### src/design/tmps_pkg.sv
// ----------------------------------------------------------------------------
// tmps_pkg
// widths and shared types of the triangle minimum path sum block
// ----------------------------------------------------------------------------
package tmps_pkg;

  localparam int VAL_W = 16;
  localparam int SUM_W = 24;
  localparam int CFG_W = 9;

  typedef struct packed {
    logic first_row;
    logic left_edge;
    logic right_edge;
    logic last_row;
    logic emit;
  } tmps_slot_t;

endpackage

### src/design/tmps_seq.sv
// ----------------------------------------------------------------------------
// tmps_seq
// row and column counters, row count register and input flow control
// ----------------------------------------------------------------------------
module tmps_seq #(
  parameter int MAX_ROWS = 256
) (
  input  logic                                           clk,
  input  logic                                           rst,
  input  logic                                           cfg_valid,
  input  logic [tmps_pkg::CFG_W-1:0]                     cfg_data,
  input  logic                                           entry_valid,
  output logic                                           entry_ready,
  input  logic                                           s1_emit,
  input  logic                                           out_busy,
  output logic                                           accept,
  output logic [(MAX_ROWS > 1 ? $clog2(MAX_ROWS) : 1)-1:0] col,
  output tmps_pkg::tmps_slot_t                           slot
);
  import tmps_pkg::*;

  localparam int IDX_W = (MAX_ROWS > 1) ? $clog2(MAX_ROWS) : 1;

  logic [CFG_W-1:0] row_count;
  logic [IDX_W-1:0] row_index;
  logic [IDX_W-1:0] column_index;
  logic [31:0]      rows_req;
  logic [31:0]      rows_eff;
  logic [31:0]      row_plus;

  always_ff @(posedge clk) begin
    if (rst) begin
      row_count <= CFG_W'(1);
    end else if (cfg_valid) begin
      row_count <= cfg_data;
    end
  end

  // zero counts as one row, large counts saturate
  always_comb begin
    rows_req = {{(32-CFG_W){1'b0}}, row_count};
    rows_eff = rows_req;
    if (rows_req == 32'd0) begin
      rows_eff = 32'd1;
    end else if (rows_req > 32'(MAX_ROWS)) begin
      rows_eff = 32'(MAX_ROWS);
    end
    row_plus = {{(32-IDX_W){1'b0}}, row_index} + 32'd1;
  end

  always_comb begin
    slot.first_row  = (row_index == '0);
    slot.left_edge  = (column_index == '0);
    slot.right_edge = (column_index == row_index);
    slot.last_row   = (row_plus >= rows_eff);
    slot.emit       = slot.right_edge && slot.last_row;
  end

  // a word that ends a triangle waits until the output slot is sure to be free
  assign entry_ready = !(slot.emit && (s1_emit || out_busy));
  assign accept      = entry_valid && entry_ready;
  assign col         = column_index;

  always_ff @(posedge clk) begin
    if (rst) begin
      row_index    <= '0;
      column_index <= '0;
    end else if (accept) begin
      if (slot.right_edge) begin
        column_index <= '0;
        if (slot.last_row) begin
          row_index <= '0;
        end else begin
          row_index <= row_index + IDX_W'(1);
        end
      end else begin
        column_index <= column_index + IDX_W'(1);
      end
    end
  end

endmodule

### config.mk
export PLATFORM = sky130hd
export DESIGN_NAME = tmps_seq
export DESIGN_NICKNAME = d
export VERILOG_FILES = /design/src/design/tmps_pkg.sv /design/src/design/tmps_seq.sv
export SDC_FILE = /design/constraint.sdc
export NUM_CORES = 1
export LEC_CHECK = 0
export BUFFER_PORTS_ARGS = -buffer_cell sky130_fd_sc_hd__buf_2
export CAP_MARGIN = 30
export CORE_MARGIN = 2
export CORE_UTILIZATION = 35
export CTS_BUF_LIST = sky130_fd_sc_hd__clkbuf_4 sky130_fd_sc_hd__clkbuf_8
export DETAILED_ROUTE_END_ITERATION = 16
export GPL_TIMING_DRIVEN = 0
export PLACE_DENSITY_LB_ADDON = 0.15
export SYNTH_ARGS = -nofsm -noshare
export SYNTH_HDL_FRONTEND = slang
export SYNTH_SLANG_ARGS = --single-unit
### constraint.sdc
create_clock -name clk -period 3.7 [get_ports clk]
set_input_delay 0.37 -clock clk [delete_from_list [all_inputs] [get_ports clk]]
set_output_delay 0.37 -clock clk [all_outputs]
set_load 0.05 [all_outputs]
# ---- Yosys cells after proc, flatten, opt, wreduce, memory -nomap -nowiden
# Index checks and enable logic that the tools add are counted.
dict set report totals {
  reg_bits 25
  elab_cells 22
  output_inout_bits 15
  inputBits 15
}
dict set report op_classes {
  n_mux 4
  n_reduce_logical 9
  eq_ne 1
  add_sub_neg 3
  magnitude_cmp 2
}
# op n
set op_table {}
lappend op_table {{$ge A9 B32 Y1} 1}
lappend op_table {{$mux W9} 2}
lappend op_table {{$add A8 B1 Y8 const B} 2}
lappend op_table {{$logic_not A8 Y1} 2}
lappend op_table {{$mux W8} 2}
lappend op_table {{$add A8 B1 Y9 const B} 1}
lappend op_table {{$gt A9 B9 Y1 const B} 1}
lappend op_table {{$logic_not A9 Y1} 1}
lappend op_table {{$eq A8 B8 Y1} 1}
lappend op_table {{$logic_and A1 B1 Y1} 3}
lappend op_table {{$reduce_and A2 Y1} 1}
lappend op_table {{$logic_not A1 Y1} 1}
lappend op_table {{$logic_or A1 B1 Y1} 1}

# ---- Depth between registers and ports, before layout
# Gate-level depths: netlist (run 1).
dict set report depth {
  ltp_word 9
  mapped_depth 13
  ltp_nobuf 12
}

# ---- Worst setup path after synthesis (run 1)
# OpenSTA, ideal clock, no wires.
dict set report synth_timing {
  kind {register to output}
  startpoint {register column_index[0] (netlist: col[0])}
  endpoint {output slot[3] in the netlist's numbering}
  arrival_ns 2.808
  required_ns 3.330
  stages_incl_launch_ff 5
  n_path_buf 0
  slack_ns 0.522
  path_cell_list {dfxtp_1 inv_1 ha_1 or4b_2 nor4_1}
}
# element line_no
set synth_rtl {}
lappend synth_rtl {{from (decl)} tmps_seq.sv:26} ;# logic [IDX_W-1:0] column_index;
lappend synth_rtl {{from (signal assigned)} tmps_seq.sv:77} ;# column_index <= column_index + IDX_W'(1);
lappend synth_rtl {{to (decl)} tmps_seq.sv:18} ;# output tmps_pkg::tmps_slot_t slot

# ---- Worst setup path in the final report (run 1)
dict set report layout_timing {
  startpoint {register row_index[2]}
  endpoint {output accept}
}
dict set report layout_between {
  elab_chain_cells 6
  word_cells_on_any_way 7
  cone_classes {1 x add/sub; 1 x order compare; 1 x eq/ne; 4 x reduce/logical}
}
# element line_no
set layout_lines {}
lappend layout_lines {{from (decl)} tmps_seq.sv:25} ;# logic [IDX_W-1:0] row_index;
lappend layout_lines {{from (signal assigned)} tmps_seq.sv:74} ;# row_index <= row_index + IDX_W'(1);
lappend layout_lines {{$add A8 B1 Y9} tmps_seq.sv:48} ;# row_plus = {{(32-IDX_W){1'b0}}, row_index} + 32'd1;
lappend layout_lines {{$ge A9 B32 Y1} tmps_seq.sv:55} ;# slot.last_row = (row_plus >= rows_eff);
lappend layout_lines {{$logic_and A1 B1 Y1 (*)} tmps_seq.sv:56} ;# slot.emit = slot.right_edge && slot.last_row;
lappend layout_lines {{$logic_and A1 B1 Y1 (*)} tmps_seq.sv:60} ;# assign entry_ready = !(slot.emit && (s1_emit || out_busy));
lappend layout_lines {{$logic_not A1 Y1 (*)} tmps_seq.sv:60}
lappend layout_lines {{$logic_and A1 B1 Y1 (*)} tmps_seq.sv:61} ;# assign accept = entry_valid && entry_ready;
lappend layout_lines {{to (decl)} tmps_seq.sv:16} ;# output logic accept,
# Every way passes the cells marked *; elsewhere a longest branch is shown, timed or not.

==> results of run 1 <==
[cell families (layout without fill, tap and decap cells)]
logic type                 after synthesis  in the layout  synth area share (%)
buffers and inverters                   20             50                  6.01
adders and majority gates               13             13                  9.77
AOI/OAI and AO/OA                       44             44                  17.8
and+or+nand+nor                         66             66                  24.1
xor gates and xnor gates                14             14                  7.37
DFF                                     25             25                  30.1
muxes                                    8              8                  4.81
[through the flow]
step           power, uW  instances
3_3_place_gp        1010        270
2_1_floorplan        871        190
6_report            1190        274
4_1_cts             1190        273
3_5_place_dp        1020        270
5_1_grt             1270        274
[routing by layer]
metal,GRT usage [%],vias to the layer above
met1,23.8,645
met2,23.6,16
met3,1.80,2
met5,0,-
li1,-,742
met4,4.32,0
[flip-flops by register name, indices dropped and copies added, names as in the netlist]
register   count
row_count      9
col            8
row_index      8
[layout make-up]
cell class	instances	area share [%]
multi-input cells	145	55.7
flip-flops and latches	25	26.0
repair buffers	27	7.27
well taps	54	3.50
plain buffers	9	3.05
clock buffers	4	2.53
inverters	10	1.95
[placed cells by master, fill, tap and decap left out, types with 2 or more instances in the layout]
| master | n |
|---|---|
| a211oi_4 | 2 |
| xor2_1 | 11 |
| clkbuf_8 | 3 |
| a31oi_1 | 8 |
| nor2_1 | 10 |
| nand2b_1 | 3 |
| and3_2 | 3 |
| buf_6 | 3 |
| or4b_2 | 2 |
| clkbuf_4 | 2 |
| nor3_1 | 2 |
| buf_2 | 27 |
| clkbuf_1 | 4 |
| nand4_1 | 2 |
| o21ai_0 | 9 |
| and3_1 | 4 |
| inv_1 | 9 |
| nor2b_1 | 2 |
| dfxtp_1 | 25 |
| nor4_4 | 2 |
| or3_2 | 3 |
| nand2_1 | 14 |
| ha_1 | 13 |
| xnor2_1 | 3 |
| nand3_1 | 8 |
| nor4_1 | 3 |
| a211o_1 | 3 |
| mux2i_1 | 8 |
| a311oi_1 | 2 |
| a21oi_1 | 14 |
| or2_2 | 2 |
[final timing paths]
path | startpoint | endpoint | slack [ps] | depth (start not counted)
max | row_index[2]$_SDFFE_PP0P_ | accept | 220 | 10
max reg2reg | row_index[2]$_SDFFE_PP0P_ | col[7]$_SDFFE_PP0P_ | 450 | 11
min | cfg_data[0] | row_count[0]$_SDFFE_PP1P_ | 300 | 2
min reg2reg | row_count[2]$_SDFFE_PP0P_ | row_count[2]$_SDFFE_PP0P_ | 530 | 2
[power breakdown]
part	leakage, uW	switching [uW]	internal, uW
clock	0.0000262	90.0	84.4
combinational	0.000689	478	219
sequential	0.000204	31.0	291
[critical path, delay by kind of cell (launching register included)]
kind | cells | cell delay (ps)
xor+xnor | 1 | 260
compound gates | 3 | 780
simple gates | 4 | 750
flops | 1 | 490
fa+ha+maj | 1 | 300
buf+inv | 1 | 260
[timing repair]
item,4_1_cts,5_1_grt
pin swaps,0,1
buffers inserted,0,1
resized for setup,1,3
endpoints found under the setup margin,1,2
==> reports/results.txt, run 1 <==
Worst Tran Pin Value: 615 ps
First-pass DRT Iterations: 4
Worst Path Required: 3330 ps
Top cells by area, synth: dfxtp_1, ha_1, xor2_1, mux2i_1, a21oi_1
H-tree levels: 1
Asr flop ratio synth: 0%
Area of the multi-input gates: 1070 sq um
Clk buf depth: 2
PD cells: 619 nW/um^2
TritonCTS Buffers: 3
Critical Path Source Type: register
Share of layout cells above drive strength 1: 25.0%
Leakage power: 0.000918 uW
Clock sink count: 25
Pre-CTS setup slack: 243 ps
Critical Path Fanout Max: 7
RSZ-0062 raised after global routing: false
Type of the worst setup path: register to primary output
Yosys warns: 0
Die Footprint: 5320 sq um
Final ANT Viol Nets: 0
Largest net degree at the start of global routing: 14
Row count: 25
Initial Utilization: 35.7%
Area grow syn2layout: 15.9%
Register area share after synthesis: 30.1%
CP Capture Type: primary output
Final Hold Fails: 0
Final WS setup: 215 ps
Antenna Cells: 0
FMAX: 0.287 GHz
Syn nets: 218
Most frequent cell after synthesis: dfxtp_1
Tot GR Track Use: 15.8%
Slowest cell on crit path: dfxtp_1
Core footprint: 4660 sq um
DR WL/cell: 13.9 um
Clock Latency Late Sink: 270 ps
Peak supply drop: 261 uV
Distinct cells, synth: 42
Max Used Layer: met4
Antenna violations before repair: 0
Via-per-instance ratio: 5.13
EDFF count, synth: 0
DR WL met3: 83 um
Final Wtd Congestion: 0.799
Fin. max-slew vios: 0
Buffers added on ports: 26
CP max stage delay: 490 ps
Hold slack: 299 ps
Post-route cell area: 1930 sq um
Setup-failing EPs final: 0
First-pass GRT wire length: 6600 um
Hold Path Class: primary input to register
Final Util: 41.4%
Synth top area share: 30.1%
Hpwl dp: 2880 um
Placed Area: 1860 sq um
Via Count: 1405
Nets: 249
Number of synthesized register bits: 25
Vias in the first global route: 1350
Worst Clk Skew: 3.23 ps
Grt ovf: 0
CP arrival: 3110 ps
Synth area leader: dfxtp_1
IO Pins: 30
DRT iter0 DRCs: 42
Met2 routed WL: 1700 um
Die extent in y: 73.0 um
Post-Syn Area: 1660 sq um
Drt total wl: 3800 um
Mean post-synth cell area: 8.76 sq um
CTS tree: built
Status: complete, no violations
Synth top cells by count: dfxtp_1, a21oi_1, nand2_1
Clock transition at path regs: 90 ps
Cell chain of the critical path: and3_2, and3_2, nand3_1, xnor2_1, ha_1, a41o_1, a211oi_4, a211oi_4, nor2_4, clkbuf_4
Most used flip-flop cell after synthesis: dfxtp_1
Storage cell area: 500 sq um
# DRC: 0
CTS Root Cell: clkbuf_8
Rel. slew slack: 58.7%
Syn Inst Count: 190
Fin crit share: 94.2%
Post-CTS Hold Fix Bufs: 0
Sum of negative setup slack: 0 ps
Max cap viols: 0
Tmin final: 3480 ps
Fillcell total: 466
Die Wd: 73.0 um
Met1 Wirelength: 2000 um
Note: power is estimated with default switching activity, not from simulation.
==> inputs of run 2 (changes only) <==
SETUP_SLACK_MARGIN = 0.5   (was not set)
==> reports/results.txt, run 2 (synthesis gave the netlist of run 1 again) <==
Status: complete, no violations
Final WS setup: 620 ps (+405 ps)
Hold Path Class: primary input to register
Via Count: 1451 (+3.3%)
Final Util: 46.0% (+4.6 points)
Final Wtd Congestion: 0.799 (unchanged)
CTS Root Cell: clkbuf_8
Vias in the first global route: 1358 (+0.59%)
Worst Path Required: 3330 ps (about the same)
Worst Tran Pin Value: 609 ps (-6.01 ps)
Clock transition at path regs: 90 ps (about the same)
Max cap viols: 0 (unchanged)
Commonest non-fill, non-tap cell in the layout: buf_2
Number of flip-flops in the largest register: 9 (unchanged)
Die Wd: 73.0 um (unchanged)
CTS tree: built
Clock sink count: 25 (unchanged)
Final Hold Fails: 0 (unchanged)
Tot GR Track Use: 15.9% (+0.082 points)
Row count: 25 (unchanged)
Antenna Cells: 0 (unchanged)
Placed Area: 1860 sq um (unchanged)
Initial Utilization: 35.7% (unchanged)
Fin. max-slew vios: 0 (unchanged)
Die extent in y: 73.0 um (unchanged)
Buffers added on ports: 26 (unchanged)
TritonCTS Buffers: 3 (unchanged)
First-pass GRT wire length: 6660 um (+0.83%)
RSZ-0062 raised after global routing: false
Die Footprint: 5320 sq um (unchanged)
Nets: 262 (+5.2%)
Fin crit share: 83.2% (-11 points)
Worst Clk Skew: 1.99 ps (-1.24 ps)
Post-route cell area: 2140 sq um (+11%)
# DRC: 0 (unchanged)
Clk buf depth: 2 (unchanged)
Largest net degree at the start of global routing: 14 (unchanged)
PD cells: 594 nW/um^2 (-4.1%)
IO Pins: 30 (unchanged)
CP arrival: 2710 ps (-400 ps)
Leakage power: 0.00101 uW (+10%)
DR WL/cell: 13.7 um (-1.3%)
Drt total wl: 3930 um (+3.4%)
H-tree levels: 1 (unchanged)
Storage cell area: 507 sq um (+1.2%)
CP Capture Type: primary output
Final ANT Viol Nets: 0 (unchanged)
Dpl cells: 270 (unchanged)
Clock Latency Late Sink: 270 ps (about the same)
Grt ovf: 0 (unchanged)
Type of the worst setup path: register to primary output
FF-to-FF setup slack: 730 ps (+280 ps)
Hpwl dp: 2880 um (unchanged)
Critical Path Fanout Max: 5 (-2)
DRT iter0 DRCs: 49 (+17%)
Area grow syn2layout: 28.7%
Reg with most FFs: row_count
First-pass DRT Iterations: 4 (unchanged)
Critical Path Source Type: register
Rel. slew slack: 59.4% (+0.72 points)
Final Non-Filler Cells: 287 (+4.7%)
Most frequent cells in the layout: buf_2, dfxtp_1, a21oi_1
FMAX: 0.325 GHz (+13%)
Share of layout cells above drive strength 1: 34.8% (+9.8 points)
Setup-failing EPs final: 0 (unchanged)
Fillcell total: 457 (-1.9%)
Peak supply drop: 275 uV (+5.3%)
Pre-CTS setup slack: 243 ps (unchanged)
Area of the multi-input gates: 1160 sq um (+8.3%)
Via-per-instance ratio: 5.06 (-1.4%)
Sum of negative setup slack: 0 ps (unchanged)
Tmin final: 3080 ps (-405 ps)
Core footprint: 4660 sq um (unchanged)
Antenna violations before repair: 0 (unchanged)
## run 2: cell count changes in the layout (fill, tap and decap cells not counted), moves of 2 or more
cell     before  now
ha_4          0    2
buf_8         0    2
nand3_2       0    2
and3_4        0    3
dfxtp_1      25   22
buf_4         1   13
ha_1         13   11
xnor2_2       0    3
and3_2        3    0
dfxtp_2       0    2
nand3_1       8    5
xnor2_1       3    0
## run 2: worst max-delay path, stage by stage, from the launching register on
cell and delay (ps):
dfxtp_4 390, ha_4 160, and3_4 220, nand3_4 100, xnor2_2 150, ha_1 300
buf_4 140, a41o_1 210, a211oi_4 310, a211oi_4 150, nor2_4 140, buf_8 160
## run 2: layout make-up
class	instances	share of cell area, %
well taps	54	3.15
flip-flops and latches	25	23.7
plain buffers	10	3.45
repair buffers	39	11.4
inverters	10	1.75
clock buffers	4	2.28
multi-input cells	145	54.3
## run 2: path summary, 6_finish.rpt
check,start,endpoint,cells after the start
worst min register to register,row_count[2]$_SDFFE_PP0P_,row_count[2]$_SDFFE_PP0P_,2
worst max-delay path,row_index[0]$_SDFFE_PP0P_,accept,11
worst max register to register,row_index[0]$_SDFFE_PP0P_,col[7]$_SDFFE_PP0P_,12
worst min-delay path,cfg_data[0],row_count[0]$_SDFFE_PP1P_,2
## run 2: report_power, final
group / internal [uW] / leakage (uW) / switching, uW
sequential: 294 / 0.000205 / 25.8
combinational: 277 / 0.000783 / 501
clock: 84.4 / 0.0000262 / 89.2
## run 2: timing repair
action	4_1_cts	5_1_grt
hold buffers	0	0
pin swaps	4	11
endpoints found under the setup margin	15	10
setup buffers	5	8
resized for setup	18	13
cloned	0	0
## run 2: metrics by stage
| stage | total power [uW] | hold WS, ps |
|---|---|---|
| floorplan | 871 | 484 |
| finish | 1270 | 301 |
| detailed placement | 1020 | 521 |
| global placement | 1010 | 508 |
| global route | 1350 | 290 |
| CTS | 1240 | 293 |
## run 2: layer usage
layer  vias to the layer above  part of all wire [%]  global-route usage [%]
li1                        766                     -                       -
met1                       669                    52                    24.0
met3                         2                   2.2                    1.80
met2                        14                    45                    23.7
met5                         -                     0                       0
met4                         0                  0.69                    4.32
==> inputs of run 3 (changes only) <==
ABC_AREA = 1   (was not set)
clock period = 3 ns   (was 3.7 ns; I/O delays follow)
==> reports/results.txt, run 3 <==
Crit path buffers/inverters: 3 (+1)
RSZ-0062 raised after global routing: true
Cell chain of the critical path: ha_1, nand2_1, nor2_2, nand3_1, xor2_1, ha_1, nand2_4, o21a_1, nand2_2, nand2_4, nand2_8, nand3_4, nand2_4, buf_6, clkinvlp_4, buf_8
CTS Root Cell: clkbuf_8
CP Capture Type: primary output
Critical Path Fanout Max: 4 (-1)
Area grow syn2layout: 39.7%
FMAX: 0.333 GHz
Hold slack: 242 ps (-59.8 ps)
Via Count: 1939 (+34%)
Fin crit share: 100%
Worst Tran Pin Value: 570 ps (-39.1 ps)
Hpwl dp: 3440 um (+19%)
Clk buf depth: 2 (unchanged)
Initial Utilization: 36.9% (+1.2 points)
Placed Area: 2060 sq um (+11%)
Tmin final: 3000 ps
DRT iter0 DRCs: 93 (+90%)
Internal power: 996 uW (+52%)
Reg with most FFs: row_count
DR WL/cell: 12.8 um (-6.3%)
Sequential power share: 22.1% (-3.1 points)
CTS tree: built
Setup-failing EPs final: 1 (+1)
CP most frequent cell: nand2_4
Most frequent cell after synthesis: nand2_1
H-tree levels: 1 (unchanged)
Die Wd: 75.2 um (+3.1%)
First-pass DRT Iterations: 4 (unchanged)
# DRC: 0 (unchanged)
Vias in the first global route: 1819 (+34%)
Post-Syn Area: 1780 sq um (+6.7%)
Worst Clk Skew: 6.94 ps (+4.95 ps)
Hold Startpoint: cfg_data[0]
Antenna violations before repair: 0 (unchanged)
Register area share after synthesis: 28.2% (-1.9 points)
Syn Inst Count: 280 (+47%)
Distinct cells, synth: 25 (-40%)
Mean post-synth cell area: 6.34 sq um (-28%)
Critical Path Source Type: register
Final Hold Fails: 0 (unchanged)
Tot GR Track Use: 19.2% (+3.4 points)
First-pass GRT wire length: 8330 um (+25%)
Drt total wl: 5110 um (+30%)
Clock transition at path regs: 90 ps (about the same)
Yosys warns: 0 (unchanged)
Worst Path Required: 2700 ps (-630 ps)
Top cells by area, synth: dfxtp_1, nand2_1, ha_1, nor2_1, inv_1
Crit path max-delay family: simple AND/OR/NAND/NOR gates
Largest net degree at the start of global routing: 14 (unchanged)
Synth area leader: dfxtp_1
Die Footprint: 5660 sq um (+6.3%)
Number of synthesized register bits: 25 (unchanged)
Syn nets: 308 (+41%)
Commonest non-fill, non-tap cell in the layout: nand2_1
Final Power: 2030 uW (+60%)
Clock sink count: 25 (unchanged)
Worst R2R Start: row_index[0]$_SDFFE_PP0P_
Asr flop ratio synth: 0% (unchanged)
Failing checks: setup timing
Most used flip-flop cell after synthesis: dfxtp_1
Final WS setup: -1.21 ps (-622 ps)
Clk network pwr share: 10.9% (-2.8 points)
Synth top cells by count: nand2_1, nor2_1, inv_1
Die extent in y: 75.2 um (+3.1%)
EDFF count, synth: 0 (unchanged)
IO Pins: 30 (unchanged)
Pre-CTS setup slack: -75.6 ps (-318 ps)
Number of flip-flops in the largest register: 9 (unchanged)
Comb pwr share: 67.0% (+5.8 points)
CP arrival: 2700 ps (about the same)
Hold Path Class: primary input to register
Clock Latency Late Sink: 270 ps (about the same)
Final ANT Viol Nets: 0 (unchanged)
Leakage power: 0.00120 uW (+18%)
Peak supply drop: 404 uV (+47%)
Most frequent cells in the layout: nand2_1, nor2_1, inv_1
Slowest cell on crit path: dfxtp_4
Switch Pwr: 1030 uW (+68%)
Sum of negative setup slack: -1.21 ps (-1.21 ps)
Share of layout cells above drive strength 1: 32.6% (-2.1 points)
Nets: 360 (+37%)
PD cells: 818 nW/um^2 (+38%)
Net Sw Frac: 50.9% (+2.5 points)
Row count: 25 (unchanged)
Post-route cell area: 2480 sq um (+16%)
CP startpoint: row_index[0]$_SDFFE_PP0P_
TritonCTS Buffers: 3 (unchanged)
Grt ovf: 0 (unchanged)
CP max stage delay: 390 ps (about the same)
Fin. max-slew vios: 0 (unchanged)
Buffers added on ports: 27 (+3.8%)
Via-per-instance ratio: 4.87 (-3.6%)
Core footprint: 4820 sq um (+3.4%)
Max cap viols: 0 (unchanged)
Synth top area share: 28.2% (-1.9 points)
Antenna Cells: 0 (unchanged)
Final Wtd Congestion: 0.846 (+5.9%)
Type of the worst setup path: register to primary output
Rel. slew slack: 62.0% (+2.6 points)
Status: finished with violations
## run 3: power by group through the flow
stage / Clock [uW] / Sequential (uW) / Combinational [uW]
finish: 221 / 449 / 1360
global route: 245 / 459 / 1480
detailed placement: 0 / 449 / 1070
CTS: 234 / 442 / 1180
global placement: 0 / 450 / 1060
floorplan: 0 / 515 / 771
## run 3: tightest hold or removal path: cells and delay by family
kind / cells / cell delay [ps]
and+or+nand+nor: 2 / 110
buffers and inverters: 1 / 80
## run 3: what timing repair did
item	4_1_cts	5_1_grt
endpoints found under the hold margin	0	0
pin swaps	8	11
cloned	0	1
resized for setup	26	33
endpoints found under the setup margin	20	21
buffers inserted	10	9
hold buffers	0	0
## run 3: area by class of cell
class                   instances  area [sq um]
fillers                       511          2340
clock buffers                   4          48.8
inverters                      40           156
repair buffers                 47           347
flip-flops and latches         25           509
well taps                      67          83.8
multi-input cells             204          1260
plain buffers                  11          71.3
## run 3: routing by layer
layer | vias up | GRT usage, % | wire (um)
li1 | 1004 | - | -
met4 | 0 | 5.46 | 44
met1 | 888 | 28.4 | 2570
met5 | - | 0 | 0
met2 | 43 | 29.0 | 2260
met3 | 4 | 2.68 | 233
## run 3: worst paths after layout
kind	end	slack, ps	cells after the start
setup / recovery	accept	-1	16
hold / removal	row_count[0]$_SDFFE_PP1P_	240	3
setup reg to reg	col[5]$_SDFFE_PP0P_	220	22
hold reg to reg	row_count[0]$_SDFFE_PP1P_	510	2
## run 3: stage by stage
stage	utilization, %	instances
finish	51.5	398
global route	51.5	398
CTS	46.8	388
detailed placement	42.8	374
global placement	42.8	374
floorplan	-	280
## run 3: logic make-up after synthesis
logic type / Yosys count / synth area share, %
xor gates and xnor gates: 9 / 4.44
and+or+nand+nor: 153 / 38.2
adders and majority gates: 13 / 9.16
buffers and inverters: 51 / 11.7
AOI/OAI and AO/OA: 29 / 8.32
DFF: 25 / 28.2
